$ cat src/hw/rtl/utf8s_pkg.sv
package utf8s_pkg;

  typedef enum logic [1:0] {
    StChar     = 2'd0,
    StContLead = 2'd1,
    StBadCont  = 2'd2,
    StTrunc    = 2'd3
  } status_e;

  localparam int unsigned CodeW  = 31;
  localparam int unsigned CountW = 3;
  localparam int unsigned BytesW = 48;
  localparam int unsigned MaxLen = 6;

  localparam logic [CodeW-1:0] Lim2 = 31'h0000_0800;
  localparam logic [CodeW-1:0] Lim3 = 31'h0001_0000;
  localparam logic [CodeW-1:0] Lim4 = 31'h0020_0000;
  localparam logic [CodeW-1:0] Lim5 = 31'h0400_0000;

  // decoder output towards the encoder
  typedef struct packed {
    logic             vld;
    status_e          status;
    logic [CodeW-1:0] code;
  } dec_t;

  typedef struct packed {
    status_e           status;
    logic [CodeW-1:0]  code_point;
    logic [CountW-1:0] byte_count;
    logic [BytesW-1:0] char_bytes;
  } res_t;

  function automatic logic [7:0] lead_mark(input logic [CountW-1:0] n);
    logic [7:0] m;
    case (n)
      3'd2:    m = 8'hc0;
      3'd3:    m = 8'he0;
      3'd4:    m = 8'hf0;
      3'd5:    m = 8'hf8;
      3'd6:    m = 8'hfc;
      default: m = 8'h00;
    endcase
    return m;
  endfunction

endpackage

$ cat src/hw/rtl/utf8s_decode.sv
module utf8s_decode (
  input  logic                clk_i,
  input  logic                rst_ni,
  input  logic                in_acc_i,
  input  logic [7:0]          data_byte_i,
  input  logic                eos_i,
  output utf8s_pkg::dec_t     dec_o
);

  logic [2:0]                    left_q, left_d;
  logic [utf8s_pkg::CodeW-1:0]   acc_q, acc_d;
  logic                          disc_q, disc_d;
  logic [utf8s_pkg::CodeW-1:0]   acc_sh;
  logic [2:0]                    left_dec;
  logic [2:0]                    cnt;
  logic [5:0]                    lead_bits;

  always_comb begin
    // continuation count of a lead byte (0xfe/0xff act as six-byte leads)
    if (data_byte_i >= 8'hfc) begin
      cnt = 3'd5;
      lead_bits = {5'd0, data_byte_i[0]};
    end else if (data_byte_i >= 8'hf8) begin
      cnt = 3'd4;
      lead_bits = {4'd0, data_byte_i[1:0]};
    end else if (data_byte_i >= 8'hf0) begin
      cnt = 3'd3;
      lead_bits = {3'd0, data_byte_i[2:0]};
    end else if (data_byte_i >= 8'he0) begin
      cnt = 3'd2;
      lead_bits = {2'd0, data_byte_i[3:0]};
    end else begin
      cnt = 3'd1;
      lead_bits = {1'b0, data_byte_i[4:0]};
    end
  end

  assign acc_sh   = {acc_q[utf8s_pkg::CodeW-7:0], data_byte_i[5:0]};
  assign left_dec = left_q - 3'd1;

  always_comb begin
    left_d       = left_q;
    acc_d        = acc_q;
    disc_d       = disc_q;
    dec_o.vld    = 1'b0;
    dec_o.status = utf8s_pkg::StChar;
    dec_o.code   = '0;
    if (disc_q) begin
      // dropping until the end of the string
    end else if (left_q == 3'd0) begin
      if (!data_byte_i[7]) begin
        dec_o.vld  = 1'b1;
        dec_o.code = {{(utf8s_pkg::CodeW-8){1'b0}}, data_byte_i};
      end else if (data_byte_i[7:6] == 2'b10) begin
        dec_o.vld    = 1'b1;
        dec_o.status = utf8s_pkg::StContLead;
        disc_d       = 1'b1;
      end else begin
        left_d = cnt;
        acc_d  = {{(utf8s_pkg::CodeW-6){1'b0}}, lead_bits};
        if (eos_i) begin
          dec_o.vld    = 1'b1;
          dec_o.status = utf8s_pkg::StTrunc;
        end
      end
    end else begin
      if (data_byte_i[7:6] != 2'b10) begin
        dec_o.vld    = 1'b1;
        dec_o.status = utf8s_pkg::StBadCont;
        disc_d       = 1'b1;
      end else begin
        acc_d  = acc_sh;
        left_d = left_dec;
        if (left_dec == 3'd0) begin
          dec_o.vld  = 1'b1;
          dec_o.code = acc_sh;
          acc_d      = '0;
        end else if (eos_i) begin
          dec_o.vld    = 1'b1;
          dec_o.status = utf8s_pkg::StTrunc;
        end
      end
    end
    if (eos_i) begin
      left_d = 3'd0;
      acc_d  = '0;
      disc_d = 1'b0;
    end
  end

  always_ff @(posedge clk_i or negedge rst_ni) begin
    if (!rst_ni) begin
      left_q <= 3'd0;
      acc_q  <= '0;
      disc_q <= 1'b0;
    end else if (in_acc_i) begin
      left_q <= left_d;
      acc_q  <= acc_d;
      disc_q <= disc_d;
    end
  end

  a_eos_clears: assert property (@(posedge clk_i) disable iff (!rst_ni)
    in_acc_i && eos_i |=> left_q == 3'd0 && !disc_q && acc_q == '0)
    else $error("state not cleared after end of string");

  a_no_result_dropping: assert property (@(posedge clk_i) disable iff (!rst_ni)
    disc_q |-> !dec_o.vld)
    else $error("result raised while dropping");

endmodule

$ cat src/hw/rtl/utf8s_encode.sv
module utf8s_encode (
  input  utf8s_pkg::dec_t  dec_i,
  output utf8s_pkg::res_t  res_o
);

  logic [35:0]                   c36;
  logic [5:0]                    grp [utf8s_pkg::MaxLen];
  logic [utf8s_pkg::CountW-1:0]  n;
  logic [2:0]                    idx;
  logic [7:0]                    b;

  assign c36 = {5'd0, dec_i.code};

  always_comb begin
    for (int j = 0; j < utf8s_pkg::MaxLen; j++) begin
      grp[j] = c36[6*j +: 6];
    end
  end

  always_comb begin
    if (dec_i.code < 31'h80)               n = 3'd1;
    else if (dec_i.code < utf8s_pkg::Lim2) n = 3'd2;
    else if (dec_i.code < utf8s_pkg::Lim3) n = 3'd3;
    else if (dec_i.code < utf8s_pkg::Lim4) n = 3'd4;
    else if (dec_i.code < utf8s_pkg::Lim5) n = 3'd5;
    else                                   n = 3'd6;
  end

  always_comb begin
    res_o.status     = dec_i.status;
    res_o.code_point = '0;
    res_o.byte_count = '0;
    res_o.char_bytes = '0;
    idx              = 3'd0;
    b                = 8'd0;
    if (dec_i.status == utf8s_pkg::StChar) begin
      res_o.code_point = dec_i.code;
      res_o.byte_count = n;
      for (int k = 0; k < utf8s_pkg::MaxLen; k++) begin
        b = 8'd0;
        if (3'(k) < n) begin
          idx = n - 3'(k) - 3'd1;
          if (k == 0) begin
            if (n == 3'd1) b = {1'b0, dec_i.code[6:0]};
            else           b = utf8s_pkg::lead_mark(n) | {2'b00, grp[idx]};
          end else begin
            b = {2'b10, grp[idx]};
          end
        end
        res_o.char_bytes[utf8s_pkg::BytesW-1-8*k -: 8] = b;
      end
    end
  end

endmodule

$ cat src/hw/rtl/utf8_char_splitter.sv
// channel | dir | tdata                           | tuser  | tlast
// s_axis  | in  | data_byte                       | -      | end_of_string
// m_axis  | out | code_point, byte_count, bytes   | status | -
//
// One byte per cycle while the output is not stalled: decode and canonical re-encoding sit
// between the input handshake and a single output register, so each result is registered.
// Reset clears the sequence state and the output valid.
// A stalled output holds in its register; input is taken while the register
// is empty or being drained in the same cycle.
module utf8_char_splitter (
  input  logic        clk_i,
  input  logic        rst_ni,
  input  logic        s_axis_tvalid,
  output logic        s_axis_tready,
  input  logic [7:0]  s_axis_tdata,  // [7:0] data_byte
  input  logic        s_axis_tlast,
  output logic        m_axis_tvalid,
  input  logic        m_axis_tready,
  output logic [87:0] m_axis_tdata,  // [30:0] code_point, [33:31] byte_count,
                                     // [81:34] char_bytes, [87:82] zero
  output logic [1:0]  m_axis_tuser   // [1:0] status
);

  utf8s_pkg::dec_t dec;
  utf8s_pkg::res_t res;
  utf8s_pkg::res_t res_q;
  logic            vld_q;
  logic            in_acc;

  assign s_axis_tready = !vld_q || m_axis_tready;
  assign in_acc        = s_axis_tvalid && s_axis_tready;

  utf8s_decode u_decode (
    .clk_i       (clk_i),
    .rst_ni      (rst_ni),
    .in_acc_i    (in_acc),
    .data_byte_i (s_axis_tdata),
    .eos_i       (s_axis_tlast),
    .dec_o       (dec)
  );

  utf8s_encode u_encode (
    .dec_i (dec),
    .res_o (res)
  );

  always_ff @(posedge clk_i or negedge rst_ni) begin
    if (!rst_ni) begin
      vld_q <= 1'b0;
    end else if (s_axis_tready) begin
      vld_q <= in_acc && dec.vld;
    end
  end

  always_ff @(posedge clk_i) begin
    if (in_acc && dec.vld) begin
      res_q <= res;
    end
  end

  assign m_axis_tvalid = vld_q;
  assign m_axis_tuser  = res_q.status;
  assign m_axis_tdata  = {6'd0, res_q.char_bytes, res_q.byte_count, res_q.code_point};

  a_err_zero: assert property (@(posedge clk_i) disable iff (!rst_ni)
    m_axis_tvalid && m_axis_tuser != utf8s_pkg::StChar |-> m_axis_tdata == '0)
    else $error("error word carries payload");

  a_char_count: assert property (@(posedge clk_i) disable iff (!rst_ni)
    m_axis_tvalid && m_axis_tuser == utf8s_pkg::StChar |->
      m_axis_tdata[33:31] != 3'd0 && m_axis_tdata[33:31] <= 3'd6)
    else $error("character word with bad byte count");

  a_ascii_form: assert property (@(posedge clk_i) disable iff (!rst_ni)
    m_axis_tvalid && m_axis_tuser == utf8s_pkg::StChar && m_axis_tdata[33:31] == 3'd1
      |-> !m_axis_tdata[81] && m_axis_tdata[73:34] == '0)
    else $error("single-byte character not in plain form");

endmodule

$ cat config.mk
export PLATFORM = sky130hd
export DESIGN_NAME = utf8_char_splitter
export DESIGN_NICKNAME = d
export VERILOG_FILES = /design/src/hw/rtl/utf8s_pkg.sv /design/src/hw/rtl/utf8s_decode.sv /design/src/hw/rtl/utf8s_encode.sv /design/src/hw/rtl/utf8_char_splitter.sv
export SDC_FILE = /design/constraint.sdc
export NUM_CORES = 1
export LEC_CHECK = 0
export BUFFER_PORTS_ARGS = -buffer_cell sky130_fd_sc_hd__buf_2
export CAP_MARGIN = 20
export CELL_PAD_IN_SITES_DETAIL_PLACEMENT = 0
export CELL_PAD_IN_SITES_GLOBAL_PLACEMENT = 2
export CORE_MARGIN = 5
export CORE_UTILIZATION = 39
export CTS_BUF_LIST = sky130_fd_sc_hd__clkbuf_2 sky130_fd_sc_hd__clkbuf_4 sky130_fd_sc_hd__clkbuf_8
export CTS_CLUSTER_DIAMETER = 60
export DETAILED_ROUTE_END_ITERATION = 8
export PLACE_DENSITY = 0.85
export SKIP_LAST_GASP = 1
export SYNTH_ARGS = -nofsm -noshare
export SYNTH_HDL_FRONTEND = slang
export SYNTH_SLANG_ARGS = --single-unit
$ cat constraint.sdc
create_clock -name clk_i -period 11.6 [get_ports clk_i]
set_input_delay 0.58 -clock clk_i [delete_from_list [all_inputs] [get_ports clk_i]]
set_output_delay 0.58 -clock clk_i [all_outputs]
set_load 0.005 [all_outputs]
==> flow_metrics.py, run 1 <==
metrics = {
    "layout": {
        "fillers": 1470,
        "area_growth_pct": 13.4,
        "final_cell_mix": "nand2_1 (96), buf_2 (93), edfxtp_1 (78), o21ai_0 (49), nor2_1 (41)",
        "final_common_cell": "nand2_1",
        "fin_area_um2": 6710,
        "drive_gt1_share_pct": 21.4,
        "nNetsFinal": 698,
        "antennaDiodeCount": 0,
        "stdcell_count": 866,
    },
    "global_routing": {
        "grt_overflow": 0,
        "grt_pass1_wl_um": 27300,
        "grt_pass1_vias": 4695,
        "grt_max_degree": 73,
        "antenna_found_initial": 0,
        "grtUsageTotal_pct": 20.0,
    },
    "timing": {
        "setup_ws_ns": 6.98,
        "setup_tns_ns": 0,
        "relSlewSlack_pct": 40.0,
        "maxSlewViolCount": 0,
        "fin_worst_skew_ns": 0.0125,
        "min_period_ns": 4.62,
        "hold_viol_final": 0,
        "setup_violations": 0,
        "period_share_pct": 39.8,
        "rsz0062_at_grt": "false",
        "fmax_ghz": 0.217,
        "worst_pin_slew_ns": 0.900,
    },
    "critical_path": {
        "cp_slowest_cell": "ha_1",
        "crit_buf_inv": 2,
        "critPathKind": "reg -> reg",
        "cp_top_family": "compound AO/OA/AOI/OAI gates",
        "path_cells": "or3_1 -> or2_0 -> o31a_1 -> nand2b_1 -> buf_4 -> inv_1 -> ha_1 -> o21ai_0 -> o21ai_2 -> nand3_1 -> o32ai_1",
        "required_ns": 11.81,
        "crit_arrival_ns": 4.82,
        "start_kind": "register",
        "cp-end-kind": "register",
        "cp_max_fo": 17,
        "critPathMaxStageDelay_ns": 0.71,
    },
    "clock_tree": {
        "numClockSinks": 108,
        "ctsHoldBuffers": 0,
        "path_clk_slew_ns": 0.11,
        "cts_tree": "built",
        "cts_buffers": 9,
        "cts.repair.resized": 0,
        "clk_latency_ns": 0.40,
        "clock_path_buffers": 2,
        "root_buffer": "clkbuf_8",
        "htreeDepth": 3,
        "post-cts-setup-buffer-count": 0,
    },
    "synth": {
        "syn-mean-instance-area_um2": 9.94,
        "ys_ff_latch": 108,
        "async_flop_share_pct": 27.8,
        "synthCells": 595,
        "synthesis.area_um2": 5910,
        "yosys_warnings": 0,
        "synth.distinct_cells": 66,
        "ys.flop_type": "edfxtp_1",
        "ys_seq_area_share_pct": 52.3,
        "synth_edf_count": 78,
    },
    "floorplan": {
        "ios": 105,
        "die_y_um": 133,
        "num_rows": 45,
        "initial_core_util_pct": 39.3,
        "dieArea_um2": 17700,
        "die_x_um": 133,
        "core_um2": 15000,
    },
    "power": {
        "peakVddDrop_v": 0.0000682,
        "p_total_mw": 1.07,
        "cellPowerDensity_nw_per_um2": 159,
        "leakage_nw": 2.80,
    },
    "placed_design": {
        "place_congestion": 0.933,
        "port_buffers": 93,
        "dp.cells": 850,
        "dpl-instance-area_um2": 6500,
        "dpl.hpwl_um": 13200,
        "place_ws_ns": 7.15,
    },
    "routing": {
        "drtPass1Iterations": 5,
        "ant_nets": 0,
        "routedWlPerCell_um": 20.3,
        "vias_per_cell": 5.48,
        "drt_wl_total_um": 17500,
        "vias": 4745,
        "drc_errors": 0,
        "drt_iter0_markers": 317,
    },
    "status": {
        "outcome": "finished clean",
    },
    "flow_run": {
        "maxCapViolations": 0,
    },
    "hold_path": {
        "hold_class": "in -> async",
    },
}
## flip-flops by register name, indices dropped and copies added (netlist names)
signal,cells
m_axis_tdata,76
m_axis_tuser,2
m_axis_tvalid,1
u_decode.acc_q,25
u_decode.disc_q,1
u_decode.left_q,3
## cells by family (layout without fill, tap and decap cells)
logic type / count (synthesis) / count (layout) / share of synthesized area [%]
compound gates: 140 / 140 / 15.2
simple gates: 227 / 227 / 18.2
xor+xnor: 7 / 7 / 1.29
fa+ha+maj: 12 / 12 / 2.54
other cells: 1 / 11 / 0.0634
flops: 108 / 108 / 52.3
buf+inv: 75 / 148 / 6.12
mux: 25 / 25 / 4.30
## metrics by stage
step / hold slack (ns) / util, %
after floorplan: 0.284 / -
after global placement: 0.466 / 43.2
after detailed placement: 0.482 / 43.2
after CTS: 0.228 / 44.6
after global routing: 0.261 / 44.6
final: 0.216 / 44.6
## routing by layer
layer,vias to the layer above,routed length (um),global-route usage [%]
met3,20,979,2.72
met5,-,0,0
met4,0,335,6.57
met2,143,8030,31.3
li1,2257,-,-
met1,2325,8200,28.9
## final timing paths
check | startpoint | slack, ns | end | cells after the start
max | u_decode.acc_q[13] | 6.98 | m_axis_tdata[67] | 11
min | rst_ni | 0.22 | u_decode.acc_q[17] | 1
max reg2reg | u_decode.acc_q[13] | 6.98 | m_axis_tdata[67] | 11
min reg2reg | u_decode.left_q[1] | 0.50 | u_decode.left_q[1] | 2
max in group asynchronous | rst_ni | 10.94 | u_decode.disc_q | 1
min in group clk_i | s_axis_tdata[2] | 0.48 | u_decode.acc_q[2] | 3
## Yosys cell counts, drive strengths merged, types with 2 or more instances
master	count	area, um^2
o22ai	7	43.8
o21ai	54	274
a31oi	4	25.0
o21a	2	15.0
nor4	6	37.5
nand2b	9	56.3
and3	6	37.5
xnor2	5	51.3
clkbuf	17	63.8
dfrtp	30	751
nor2	42	165
edfxtp	78	2340
buf	27	176
a31o	2	17.5
a21o	2	22.5
o31a	2	17.5
mux2	3	33.8
a211oi	16	130
nor2b	4	25.0
o211ai	3	22.5
and2	14	87.6
nor3b	3	22.5
ha	12	150
a21oi	27	135
a32o	2	20.0
nand3	16	80.1
inv	31	121
nor3	14	80.1
a221o	2	20.0
or3	2	12.5
a311oi	2	17.5
a22o	4	35.0
mux2i	22	220
or2	7	43.8
a221oi	3	32.5
nand2	96	360
or4	5	41.3
xor2	2	25.0
## power by group
| part | total, mW | leakage, nW | switching [mW] | internal (mW) |
|---|---|---|---|---|
| registers | 0.523 | 1.17 | 0.0298 | 0.493 |
| clock network | 0.244 | 0.103 | 0.137 | 0.108 |
| logic | 0.301 | 1.53 | 0.193 | 0.108 |
## cell type report
type                    count  area, um^2  share of cell area [%]
inverters                  31         121                    1.81
multi-input cells         422        2520                    37.6
clock buffers              10         138                    2.05
flip-flops and latches    108        3090                    46.1
well taps                 188         235                    3.51
repair buffers            101         526                    7.84
clock inverters             6        72.6                    1.08
Note: power is estimated with default switching activity, not from simulation.
==> inputs of run 2 (changes only) <==
--- a/config.mk
+++ b/config.mk
@@ -10,11 +10,11 @@
 export CELL_PAD_IN_SITES_DETAIL_PLACEMENT = 0
 export CELL_PAD_IN_SITES_GLOBAL_PLACEMENT = 2
 export CORE_MARGIN = 5
-export CORE_UTILIZATION = 39
+export CORE_UTILIZATION = 33
 export CTS_BUF_LIST = sky130_fd_sc_hd__clkbuf_2 sky130_fd_sc_hd__clkbuf_4 sky130_fd_sc_hd__clkbuf_8
 export CTS_CLUSTER_DIAMETER = 60
 export DETAILED_ROUTE_END_ITERATION = 8
-export PLACE_DENSITY = 0.85
+export PLACE_DENSITY = 0.77
 export SKIP_LAST_GASP = 1
 export SYNTH_ARGS = -nofsm -noshare
 export SYNTH_HDL_FRONTEND = slang
==> constraint.sdc (replaced) <==
create_clock -name clk_i -period 4.02 [get_ports clk_i]
set_input_delay 0.201 -clock clk_i [delete_from_list [all_inputs] [get_ports clk_i]]
set_output_delay 0.201 -clock clk_i [all_outputs]
set_load 0.005 [all_outputs]
==> run 2 against run 1 <==
  * Sequential power grew to 2.8 times the previous value
  * Register-to-register slack lost 6.7 ns
  * Count of clock-buffer cells in the layout is the same
  * Via count grew 1.9%
  * Worst hold slack lost 0.11 ns
  * Critical endpoint is now m_axis_tdata[78]
==> flow_metrics.py, run 2 (synthesized netlist as in run 1, its figures left out) <==
metrics = {
    "routing": {
        "drt_wl_total_um": 17700,
        "ant_nets": 0,
        "drt_iter0_markers": 467,
        "vias_per_cell": 5.15,
        "drtPass1Iterations": 5,
        "drc_errors": 0,
        "vias": 4834,
        "routedWlPerCell_um": 18.9,
    },
    "clock_tree": {
        "cts_buffers": 9,
        "clock_path_buffers": 2,
        "numClockSinks": 108,
        "cts.repair.resized": 0,
        "root_buffer": "clkbuf_8",
        "path_clk_slew_ns": 0.10,
        "cts_tree": "built",
        "htreeDepth": 3,
        "post-cts-setup-buffer-count": 0,
        "clk_latency_ns": 0.39,
        "ctsHoldBuffers": 1,
    },
    "layout": {
        "fin_area_um2": 6970,
        "nNetsFinal": 729,
        "largest_reg_flops": 76,
        "final_cell_mix": "nand2_1 (96), buf_2 (93), edfxtp_1 (78), o21ai_0 (49), nor2_1 (41)",
        "fillers": 1852,
        "drive_gt1_share_pct": 24.5,
        "area_growth_pct": 17.8,
        "regMostFlops": "m_axis_tdata",
        "final_common_cell": "nand2_1",
        "antennaDiodeCount": 0,
        "reg.largest.list": "m_axis_tdata: 76 flops, u_decode.acc_q: 25 flops, u_decode.left_q: 3 flops",
    },
    "global_routing": {
        "grt_overflow": 0,
        "grt_pass1_vias": 4704,
        "grtUsageTotal_pct": 17.3,
        "grt_pass1_wl_um": 27000,
        "antenna_found_initial": 0,
        "grt_max_degree": 79,
    },
    "timing": {
        "fin_worst_skew_ns": 0.0162,
        "hold_viol_final": 0,
        "setup_violations": 0,
        "worst_pin_slew_ns": 0.876,
        "maxSlewViolCount": 0,
        "setup_ws_ns": 0.302,
        "min_period_ns": 3.72,
        "rsz0062_at_grt": "false",
        "whs_ns": 0.103,
        "fmax_ghz": 0.269,
        "period_share_pct": 92.5,
        "relSlewSlack_pct": 41.1,
        "setup_tns_ns": 0,
    },
    "floorplan": {
        "num_rows": 49,
        "initial_core_util_pct": 33.3,
        "die_y_um": 144,
        "die_x_um": 144,
        "core_um2": 17800,
        "ios": 105,
        "dieArea_um2": 20700,
    },
    "critical_path": {
        "critPathMaxStageDelay_ns": 0.60,
        "crit_cells": 11,
        "endpoint": "m_axis_tdata[78]",
        "cp_slowest_cell": "or4_1",
        "crit_arrival_ns": 3.89,
        "start_kind": "register",
        "crit_buf_inv": 1,
        "cp_top_family": "simple AND/OR/NAND/NOR gates",
        "reg2reg_to": "m_axis_tdata[78]",
        "ff2ff_setup_slack_ns": 0.30,
        "path_cells": "or4_1 -> or2_1 -> o31a_1 -> nand2b_1 -> inv_1 -> ha_1 -> a31o_2 -> mux2i_1 -> nand2_1 -> o311ai_0 -> a221oi_1",
        "critPathKind": "reg -> reg",
        "reg2reg_depth": 11,
        "reg2reg_from": "u_decode.acc_q[20]",
        "crit_start": "u_decode.acc_q[20]",
        "required_ns": 4.20,
        "cp-end-kind": "register",
        "cp_max_fo": 10,
    },
    "placed_design": {
        "place_congestion": 0.919,
        "port_buffers": 93,
        "dpl-instance-area_um2": 6790,
        "place_ws_ns": 0.369,
        "dpl.hpwl_um": 13400,
    },
    "hold_path": {
        "hold_class": "in -> reg",
        "worstHoldStart": "s_axis_tdata[0]",
    },
    "flow_run": {
        "maxCapViolations": 0,
    },
    "status": {
        "outcome": "finished clean",
    },
    "power": {
        "p_total_mw": 3.02,
        "peakVddDrop_v": 0.000214,
        "leakage_nw": 2.94,
        "cellPowerDensity_nw_per_um2": 433,
    },
}
## run 2: per-layer routing
metal	wire length, um	up-vias	global-route usage [%]
met2	8200	160	27.5
met5	0	-	0
met1	8030	2338	23.7
met4	350	0	6.34
li1	-	2315	-
met3	1150	21	2.80
## run 2: worst min-delay path, stage by stage
cell     delay, ns
buf_2         0.13
nand2_1       0.06
o21ai_0       0.06
## run 2: per-stage QoR
| stage | utilization (%) | instances |
|---|---|---|
| after floorplan | - | 605 |
| after global placement | 38.2 | 921 |
| after detailed placement | 38.2 | 921 |
| after CTS | 39.2 | 938 |
| after global routing | 39.2 | 938 |
| final | 39.2 | 938 |
## run 2: layout make-up
class	instances	area, um^2	area share [%]
inverters	31	121	1.74
clock buffers	10	131	1.89
flip-flops and latches	108	3090	44.4
repair buffers	132	773	11.1
multi-input cells	422	2520	36.2
clock inverters	6	38.8	0.557
well taps	229	287	4.11
## run 2: how the worst min path moves through the flow
stage | end | slack, ns | cells past startpoint
finish | u_decode.acc_q[0] | 0.10 | 3
global route | u_decode.acc_q[0] | 0.13 | 3
CTS | u_decode.acc_q[0] | 0.09 | 3
detailed placement | u_decode.acc_q[23] | 0.30 | 1
global placement | u_decode.acc_q[21] | 0.29 | 1
floorplan | m_axis_tvalid | -0.09 | 0
## run 2: where the power goes
| part | leakage (nW) | internal [mW] | switching (mW) | total [mW] |
|---|---|---|---|---|
| registers | 1.17 | 1.42 | 0.0722 | 1.49 |
| clock network | 0.0837 | 0.231 | 0.373 | 0.604 |
| logic | 1.69 | 0.344 | 0.578 | 0.922 |
| total | 2.94 | 1.99 | 1.02 | 3.02 |
==> inputs of run 3 (changes only) <==
--- a/config.mk
+++ b/config.mk
@@ -15,6 +15,7 @@
 export CTS_CLUSTER_DIAMETER = 60
 export DETAILED_ROUTE_END_ITERATION = 8
 export PLACE_DENSITY = 0.77
+export REMOVE_ABC_BUFFERS = 1
 export SKIP_LAST_GASP = 1
 export SYNTH_ARGS = -nofsm -noshare
 export SYNTH_HDL_FRONTEND = slang
==> run 3 against run 2 <==
  * Wire length grew 1.3%
  * Sequential share of layout area shrank 0.13 points
  * Non-clock buffer count shrank 5
  * Final area grew 0.29%
  * Largest power group unchanged
  * Power grew 6.9%
  * Sequential power is essentially flat
  * Clock power grew 36%
  * Critical endpoint is now m_axis_tdata[67]
  * Largest cell class unchanged
  * Die area is the same
  * Flip-flop and latch count is the same
  * Worst setup slack lost 0.023 ns
  * Critical path depth shrank 1
  * Combinational power shrank 2%
==> flow_metrics.py, run 3 (synthesized netlist as in run 1, its figures left out) <==
metrics = {
    "status": {
        "outcome": "finished clean",
    },
    "routing": {
        "drc_errors": 0,
        "drtPass1Iterations": 5,
        "drt_iter0_markers": 432,
        "vias_per_cell": 5.15,
        "drt_wl_total_um": 18000,
        "ant_nets": 0,
        "vias": 4802,
        "routedWlPerCell_um": 19.2,
    },
    "timing": {
        "hold_viol_final": 0,
        "relSlewSlack_pct": 32.7,
        "fin_worst_skew_ns": 0.0150,
        "fmax_ghz": 0.267,
        "min_period_ns": 3.74,
        "setup_violations": 0,
        "worst_pin_slew_ns": 1.01,
        "maxSlewViolCount": 0,
        "period_share_pct": 93.1,
        "rsz0062_at_grt": "false",
        "setup_tns_ns": 0,
    },
    "critical_path": {
        "reg2reg_from": "u_decode.acc_q[20]",
        "start_kind": "register",
        "reg2reg_to": "m_axis_tdata[67]",
        "cp_max_fo": 11,
        "path_cells": "or4_1 -> or2_1 -> o31a_1 -> nand2b_1 -> buf_4 -> ha_1 -> and2_1 -> a211oi_2 -> nand3_1 -> o32ai_1",
        "cp-end-kind": "register",
        "required_ns": 4.23,
        "reg2reg_depth": 10,
        "crit_arrival_ns": 3.95,
        "crit_buf_inv": 1,
        "crit_cells": 10,
        "cp_top_family": "simple AND/OR/NAND/NOR gates",
        "critPathMaxStageDelay_ns": 0.60,
        "critPathKind": "reg -> reg",
        "cp_slowest_cell": "or4_1",
        "ff2ff_setup_slack_ns": 0.28,
    },
    "power": {
        "internal_power_mw": 2.17,
        "pwr-share-clk_pct": 25.4,
        "leakage_nw": 2.95,
        "peakVddDrop_v": 0.000275,
        "seq_power_share_pct": 46.4,
        "cellPowerDensity_nw_per_um2": 462,
        "p_sw_mw": 1.05,
        "netSwitchingFraction_pct": 32.6,
        "combinationalPowerShare_pct": 28.1,
    },
    "layout": {
        "nNetsFinal": 724,
        "fillers": 1818,
        "utilization_pct": 39.3,
        "final_cell_mix": "nand2_1 (96), buf_2 (93), edfxtp_1 (78), o21ai_0 (49), nor2_1 (41)",
        "antennaDiodeCount": 0,
        "reg.largest.list": "m_axis_tdata: 76 flops, u_decode.acc_q: 25 flops, u_decode.left_q: 3 flops",
        "largest_reg_flops": 76,
        "drive_gt1_share_pct": 24.0,
        "final_common_cell": "nand2_1",
        "area_growth_pct": 18.2,
        "regMostFlops": "m_axis_tdata",
    },
    "floorplan": {
        "core_um2": 17800,
        "die_x_um": 144,
        "num_rows": 49,
        "ios": 105,
        "dieArea_um2": 20700,
        "die_y_um": 144,
        "initial_core_util_pct": 33.3,
    },
    "hold_path": {
        "min_to": "m_axis_tvalid",
        "min_path_cells": 3,
        "worstHoldStart": "m_axis_tready",
        "hold_class": "in -> reg",
    },
    "clock_tree": {
        "path_clk_slew_ns": 0.11,
        "cts_tree": "built",
        "cts_buffers": 9,
        "root_buffer": "clkbuf_8",
        "clock_path_buffers": 2,
        "htreeDepth": 3,
        "clk_latency_ns": 0.40,
        "numClockSinks": 108,
    },
    "global_routing": {
        "antenna_found_initial": 0,
        "grt_pass1_wl_um": 27500,
        "grt_max_degree": 79,
        "grt_pass1_vias": 4714,
        "grtUsageTotal_pct": 17.5,
        "grt_overflow": 0,
    },
    "flow_run": {
        "maxCapViolations": 0,
    },
    "placed_design": {
        "place_congestion": 0.888,
        "port_buffers": 93,
        "dpl.hpwl_um": 13600,
    },
}
==> run 3: timing repair <==
action / in CTS / in global routing
hold endpoints to repair: 30 / 0
gates resized for setup: 0 / 1
hold buffers: 1 / 0
buffers inserted: 0 / 0
endpoints found under the setup margin: 0 / 1
==> run 3: power by group through the flow <==
stage | sequential [mW] | combinational (mW) | clock, mW
after floorplan | 1.54 | 0.483 | 0
after global placement | 1.52 | 0.910 | 0
after detailed placement | 1.53 | 0.912 | 0
after CTS | 1.50 | 0.914 | 0.839
after global routing | 1.52 | 0.993 | 0.879
final | 1.50 | 0.908 | 0.821
==> run 3: tightest hold or removal path: cells and delay by family <==
kind	cells	cell delay, ns
buf+inv	1	0.07
simple gates	2	0.19
==> run 3: per-layer routing <==
metal | global-route usage [%] | wire [um] | up-vias | share of wire [%]
met3 | 3.09 | 1100 | 16 | 6.1
met5 | 0 | 0 | - | 0
met2 | 27.9 | 8370 | 180 | 47
met1 | 24.4 | 8180 | 2303 | 46
li1 | - | - | 2303 | -
met4 | 5.15 | 304 | 0 | 1.7
==> run 3: worst max path at each step <==
stage	from	endpoint	slack, ns
floorplan	u_decode.left_q[0]	m_axis_tdata[75]	-3.40
global placement	u_decode.acc_q[14]	m_axis_tdata[67]	0.40
detailed placement	u_decode.acc_q[14]	m_axis_tdata[67]	0.28
CTS	u_decode.acc_q[14]	m_axis_tdata[67]	0.24
global route	u_decode.acc_q[20]	m_axis_tdata[79]	0.05
finish	u_decode.acc_q[20]	m_axis_tdata[67]	0.28
==> run 3: layout make-up <==
type                            count  area (um^2)  share of cell area [%]
Clock buffer                        9          124                    1.77
Clock inverter                      7          121                    1.74
Inverter                           31          121                    1.74
Multi-Input combinational cell    422         2520                    36.0
Sequential cell                   108         3090                    44.3
Tap cell                          229          287                    4.10
Timing Repair Buffer              127          723                    10.4
==> run 3: metrics by stage <==
stage          total power [mW]  hold slack [ns]  area [um^2]  std cells  worst slack [ns]
5_1_grt                    3.39            0.117         6990        933            0.0483
3_5_place_dp               2.44            0.296         6730        916             0.278
2_1_floorplan              2.03          -0.0946         5710        561             -3.40
3_3_place_gp               2.43            0.290         6730        916             0.403
4_1_cts                    3.26           0.0799         6990        933             0.243
6_report                   3.23           0.0997         6990        933             0.279
